### src/hw/rtl/pse_pkg.sv
// Package with widths, register indices and latency helpers for the error test.
`default_nettype none
package pse_pkg;
    localparam int CoordW = 32;
    localparam int CoefW  = 16;
    localparam int ViewW  = 52;
    localparam int RsW    = 48;
    localparam int CvW    = 39;
    localparam int ReW    = 80;
    localparam int PW     = 119;
    localparam int D2W    = 104;
    localparam int R2W    = 108;
    localparam int TolW   = 10;
    localparam logic [TolW-1:0] TOL_SQ = 10'd625;

    typedef enum logic [2:0] {
        CFG_ROT_X, CFG_ROT_Y, CFG_ROT_Z, CFG_SHIFT_XY,
        CFG_SHIFT_Z, CFG_RADIUS_SCALE, CFG_CLIP_SCALE, CFG_VIEW_SIZE
    } cfg_idx_t;

    // Cycles through pse_mul for an operand of the given width on its first port.
    function automatic int mul_lat(input int wa);
        return 2 + $clog2((wa + 31) / 32);
    endfunction
endpackage
`default_nettype wire

### src/hw/rtl/pse_mul.sv
// Pipelined wide multiplier built from 32 by 32 bit partial products and an adder tree.
`default_nettype none
module pse_mul import pse_pkg::*; #(
    parameter int WA = 32,
    parameter int WB = 32
) (
    input  wire logic             aclk,
    input  wire logic             ce,
    input  wire logic [WA-1:0]    a,
    input  wire logic [WB-1:0]    b,
    output logic [WA+WB-1:0]      p
);
    localparam int NA = (WA + 31) / 32;
    localparam int NB = (WB + 31) / 32;
    localparam int LV = $clog2(NA);
    localparam int NT = 1 << LV;
    localparam int WI = 32 * (NT + NB);

    logic [32*NT-1:0] a_pad;
    logic [32*NB-1:0] b_pad;
    logic [63:0]      pp_reg  [NT][NB];
    logic [WI-1:0]    even_v  [NT];
    logic [WI-1:0]    odd_v   [NT];
    logic [WI-1:0]    lvl_reg [LV+1][NT];

    assign a_pad = (32*NT)'(a);
    assign b_pad = (32*NB)'(b);

    always_ff @(posedge aclk) begin
        if (ce) begin
            for (int i = 0; i < NT; i++) begin
                for (int j = 0; j < NB; j++) begin
                    pp_reg[i][j] <= 64'(a_pad[32*i +: 32]) * 64'(b_pad[32*j +: 32]);
                end
            end
        end
    end

    // Products of even and odd digit pairs do not overlap, so each set is a plain merge.
    always_comb begin
        for (int i = 0; i < NT; i++) begin
            even_v[i] = '0;
            odd_v[i]  = '0;
            for (int j = 0; j < NB; j++) begin
                if ((j & 1) == 0) begin
                    even_v[i] = even_v[i] | (WI'(pp_reg[i][j]) << (32 * (i + j)));
                end else begin
                    odd_v[i] = odd_v[i] | (WI'(pp_reg[i][j]) << (32 * (i + j)));
                end
            end
        end
    end

    always_ff @(posedge aclk) begin
        if (ce) begin
            for (int i = 0; i < NT; i++) begin
                lvl_reg[0][i] <= even_v[i] + odd_v[i];
            end
        end
    end

    for (genvar k = 1; k <= LV; k++) begin : g_tree
        for (genvar i = 0; i < (NT >> k); i++) begin : g_node
            always_ff @(posedge aclk) begin
                if (ce) begin
                    lvl_reg[k][i] <= lvl_reg[k-1][2*i] + lvl_reg[k-1][2*i+1];
                end
            end
        end
    end

    assign p = lvl_reg[LV][0][WA+WB-1:0];
endmodule
`default_nettype wire

### config.mk
export PLATFORM = sky130hd
export DESIGN_NAME = pse_mul
export DESIGN_NICKNAME = d
export VERILOG_FILES = /design/src/hw/rtl/pse_pkg.sv /design/src/hw/rtl/pse_mul.sv
export SDC_FILE = /design/constraint.sdc
export NUM_CORES = 2
export LEC_CHECK = 0
export ABC_AREA = 1
export ABC_CLOCK_PERIOD_IN_PS = 8550
export BUFFER_PORTS_ARGS = -buffer_cell sky130_fd_sc_hd__buf_2
export CORE_MARGIN = 3
export CORE_UTILIZATION = 51
export CTS_CLUSTER_DIAMETER = 50
export DETAILED_ROUTE_END_ITERATION = 6
export MAX_ROUTING_LAYER = met4
export PLACE_DENSITY = 0.68
export RECOVER_POWER = 25
export SLEW_MARGIN = 20
export SYNTH_ARGS = -nofsm -noshare
export SYNTH_HDL_FRONTEND = slang
export SYNTH_SLANG_ARGS = --single-unit
export TNS_END_PERCENT = 100
### constraint.sdc
create_clock -name aclk -period 8.55 [get_ports aclk]
set_input_delay 0.4275 -clock aclk [delete_from_list [all_inputs] [get_ports aclk]]
set_output_delay 0.4275 -clock aclk [all_outputs]
set_load 0.02 [all_outputs]
==> impl_summary.txt <==
----------------------------------------------------
[Worst setup path]
  Beginning of the worst register-to-register path ... pp_reg[0][57]
  Top cell by count, worst path ... sky130_fd_sc_hd__fa_1
  Critical path startpoint category ... input pin
  CP max-delay cell ... sky130_fd_sc_hd__buf_2
  Worst Setup End Kind ... register
  Data required time of the worst path ... 8720 ps
  Ordered cell list for the critical path ... buf_2, buf_4, nand2_1, fa_1, fa_1, inv_1, fa_1, fa_1, fa_1, fa_1, fa_1, inv_1, fa_1, inv_1, ha_1, nand2_1, nor2_1, inv_1, nor2_2, nand2_1, nor2_1, nand2_1, nand4_1, nand2_1
  Worst R2R Setup Slack ... 7800 ps
  Worst flop-to-flop path endpoint ... lvl_reg[0][57]
  Kind of critical path ... input pin to register
  Arrival time worst endpoint ... 7350 ps
  R2R depth ... 0
  Max stage delay on crit path ... 630 ps
  CP Max Fanout ... 22

[Detailed routing]
  Post-DR vias/cell ... 4.99
  First-pass iteration count of the detailed router ... 6
  Number of vias after detailed routing ... 30,600
  Drc violations ... 0
  Starting DRC count in detailed routing ... 2,239
  Routed length per instance ... 18.4 um
  ANT nets after route ... 0
  Total detailed-routing wirelength ... 113,000 um

[Cells and area]
  Commonest non-fill, non-tap cell in the layout ... sky130_fd_sc_hd__inv_1
  Antenna fix cells ... 0
  Leading cell types in the layout, fill and taps excluded ... sky130_fd_sc_hd__inv_1 (1,723), sky130_fd_sc_hd__nand2_1 (1,559), sky130_fd_sc_hd__fa_1 (896)
  Signed area change from the synthesized netlist to the final layout ... 5.22%
  Share of final-layout standard cells stronger than drive strength 1 ... 5.26%
  Final net count ... 6,308

[STA]
  Largest clock skew in the final design ... 17.1 ps
  Final setup fails ... 0
  Minimum clock period ... 7180 ps
  Worst-Margin Slew ... 3020 ps
  Setup TNS ... 0 ps
  Hold Fails Final Rpt ... 0
  Count of final max-slew check failures ... 55
  RSZ-0062 raised after global routing ... no
  Final Cycle Share ... 83.9%
  Peak clock frequency supported by timing ... 139 MHz
  Worst relative slew slack ... -102%

[Synthesis]
  Net count after synthesis ... 6,308
  YS warnings ... 0
  Top cell type by total area after synthesis ... sky130_fd_sc_hd__fa_1
  Top FF cell, synth ... sky130_fd_sc_hd__edfxtp_1
  Average cell area after synthesis ... 7.86 um^2
  Distinct cell type count after synthesis ... 23
  Most area-consuming cells after synthesis ... sky130_fd_sc_hd__fa_1 (45%), sky130_fd_sc_hd__inv_1 (16%), sky130_fd_sc_hd__nand2_1 (15%)
  Portion of the post-synthesis area used by sequential elements ... 9.62%
  Number of enable flip-flop cells after synthesis ... 128
  Proportion of synthesized flip-flops having asynchronous set or reset ... 0%
  Synthesized cell area ... 40,000 um^2
  Flops & latches, synth ... 128
  Yosys top cell area share ... 44.9%
  Mapped Cells ... 5,083

[Hold path]
  End point of the most critical hold path ... lvl_reg[0][11]
  Worst hold path stage count ... 0
  Hold Crit Class ... register to register
  Startpoint of the worst hold path ... pp_reg[0][11]

[Clock tree]
  Clock Root Buffer ... sky130_fd_sc_hd__clkbuf_16
  Hold_buf cts ... 0
  Worst skew pair latency ... 430 ps
  Number of gates resized after CTS ... 0
  Clock-pin slew on the worst setup and hold paths ... 70 ps
  Clk sinks ... 128
  Clock tree from TritonCTS ... done
  Total setup buffers inserted after CTS ... 0
  Number of buffers between clock root and the deepest sink ... 2
  TritonCTS buffer count ... 17
  Maximum level of the CTS H-tree ... 4

[GRT]
  Remaining Overflow, GRT ... 0
  Maximum number of pins on one net before global-route repair ... 76
  First-pass GRT wire length ... 180,000 um
  Vias in the first global route ... 32,500
  Initial antenna violation count ... 1
  Overall track demand over capacity in global routing ... 29.7%

[Run]
  MaxCap Viol Count ... 1

[Die]
  Row count ... 102
  Number of ports placed on the die boundary ... 130
  Horizontal die dimension ... 286 um
  Core area ... 77,600 um^2
  Starting density of the core ... 51.5%
  Die Ht ... 286 um
  DIE AREA ... 81,800 um^2

[Place]
  Detailed Place HPWL ... 89,200 um
  Placer Congestion ... 0.953
  IO Port Bufs ... 129

[Status]
  Violations in the final reports ... max-capacitance violations, max-slew violations
  Result of the run ... finished with violations

----------------------------------------------------
-- cells by family (layout without fill, tap and decap cells) --
family | count (synthesis) | count (layout) | share of synthesized area [%]
DFF | 128 | 128 | 9.62
adders and majority gates | 1159 | 1159 | 53.1
xor gates and xnor gates | 36 | 36 | 0.789
buffers and inverters | 1925 | 1937 | 18.1
and+or+nand+nor | 1776 | 1776 | 17.6
AOI/OAI and AO/OA | 59 | 59 | 0.823
-- layer usage --
metal  vias to the layer above  share of wire [%]  GRT usage [%]  routed length [um]
li1                      13900                  -              -                   -
met4                         0                5.5           13.0                6240
met5                         -                  0              -                   0
met1                     15000                 38           36.3               42800
met2                      1275                 49           49.1               55200
met3                       346                7.8           4.69                8860
-- cell type report --
| type | count | area [um^2] |
|---|---|---|
| timing repair buffer | 173 | 975 |
| fill | 7496 | 35500 |
| inverter | 1733 | 6500 |
| clock inverter | 12 | 96.3 |
| tap | 1040 | 1300 |
| clock buffer | 19 | 433 |
| multi-input combinational | 3030 | 28900 |
| sequential | 128 | 3840 |
-- synthesized netlist by cell type, types with 7 or more instances --
cell type and instances:
sky130_fd_sc_hd__edfxtp_1 128, sky130_fd_sc_hd__fa_1 896, sky130_fd_sc_hd__nor2_1 73, sky130_fd_sc_hd__a21oi_1 45, sky130_fd_sc_hd__inv_1 1723, sky130_fd_sc_hd__nor2_2 23, sky130_fd_sc_hd__ha_1 263, sky130_fd_sc_hd__nand4_1 16
sky130_fd_sc_hd__nand2_2 16, sky130_fd_sc_hd__xor2_1 32, sky130_fd_sc_hd__nand3_1 59, sky130_fd_sc_hd__nor3_1 10, sky130_fd_sc_hd__nand3_2 7, sky130_fd_sc_hd__nand2_1 1559, sky130_fd_sc_hd__inv_2 10, sky130_fd_sc_hd__nor3_2 7
sky130_fd_sc_hd__clkbuf_1 192, sky130_fd_sc_hd__o21bai_1 11
-- critical path, delay by kind of cell --
kind                       cells  cell delay [ps]
buffers and inverters          6             1260
adders and majority gates      9             4400
and+or+nand+nor                9             1260
-- worst max path at each step --
stage | from | to | slack, ps | cells after the start
finish | b[18] | pp_reg[0][54] | 1370 | 24
global route | a[25] | pp_reg[0][60] | 1140 | 26
CTS | b[18] | pp_reg[0][54] | 1490 | 24
detailed placement | a[25] | pp_reg[0][54] | 1040 | 25
global placement | b[18] | pp_reg[0][54] | 1030 | 24
floorplan | a[25] | pp_reg[0][60] | 2170 | 26
-- per-stage QoR --
| step | util [%] | worst slack [ps] | hold slack [ps] | instances | instance area (um^2) |
|---|---|---|---|---|---|
| 3_5_place_dp | 53.5 | 1040 | 405 | 6104 | 41500 |
| 2_1_floorplan | - | 2170 | 400 | 5083 | 40000 |
| 4_1_cts | 54.2 | 1490 | 409 | 6135 | 42100 |
| 5_1_grt | 54.2 | 1140 | 422 | 6135 | 42100 |
| 3_3_place_gp | 53.5 | 1030 | 401 | 6104 | 41500 |
| 6_report | 54.2 | 1370 | 409 | 6135 | 42100 |
Power is not shown: default switching activity piles up to over one toggle a cycle in this logic, so the estimate is an artifact.
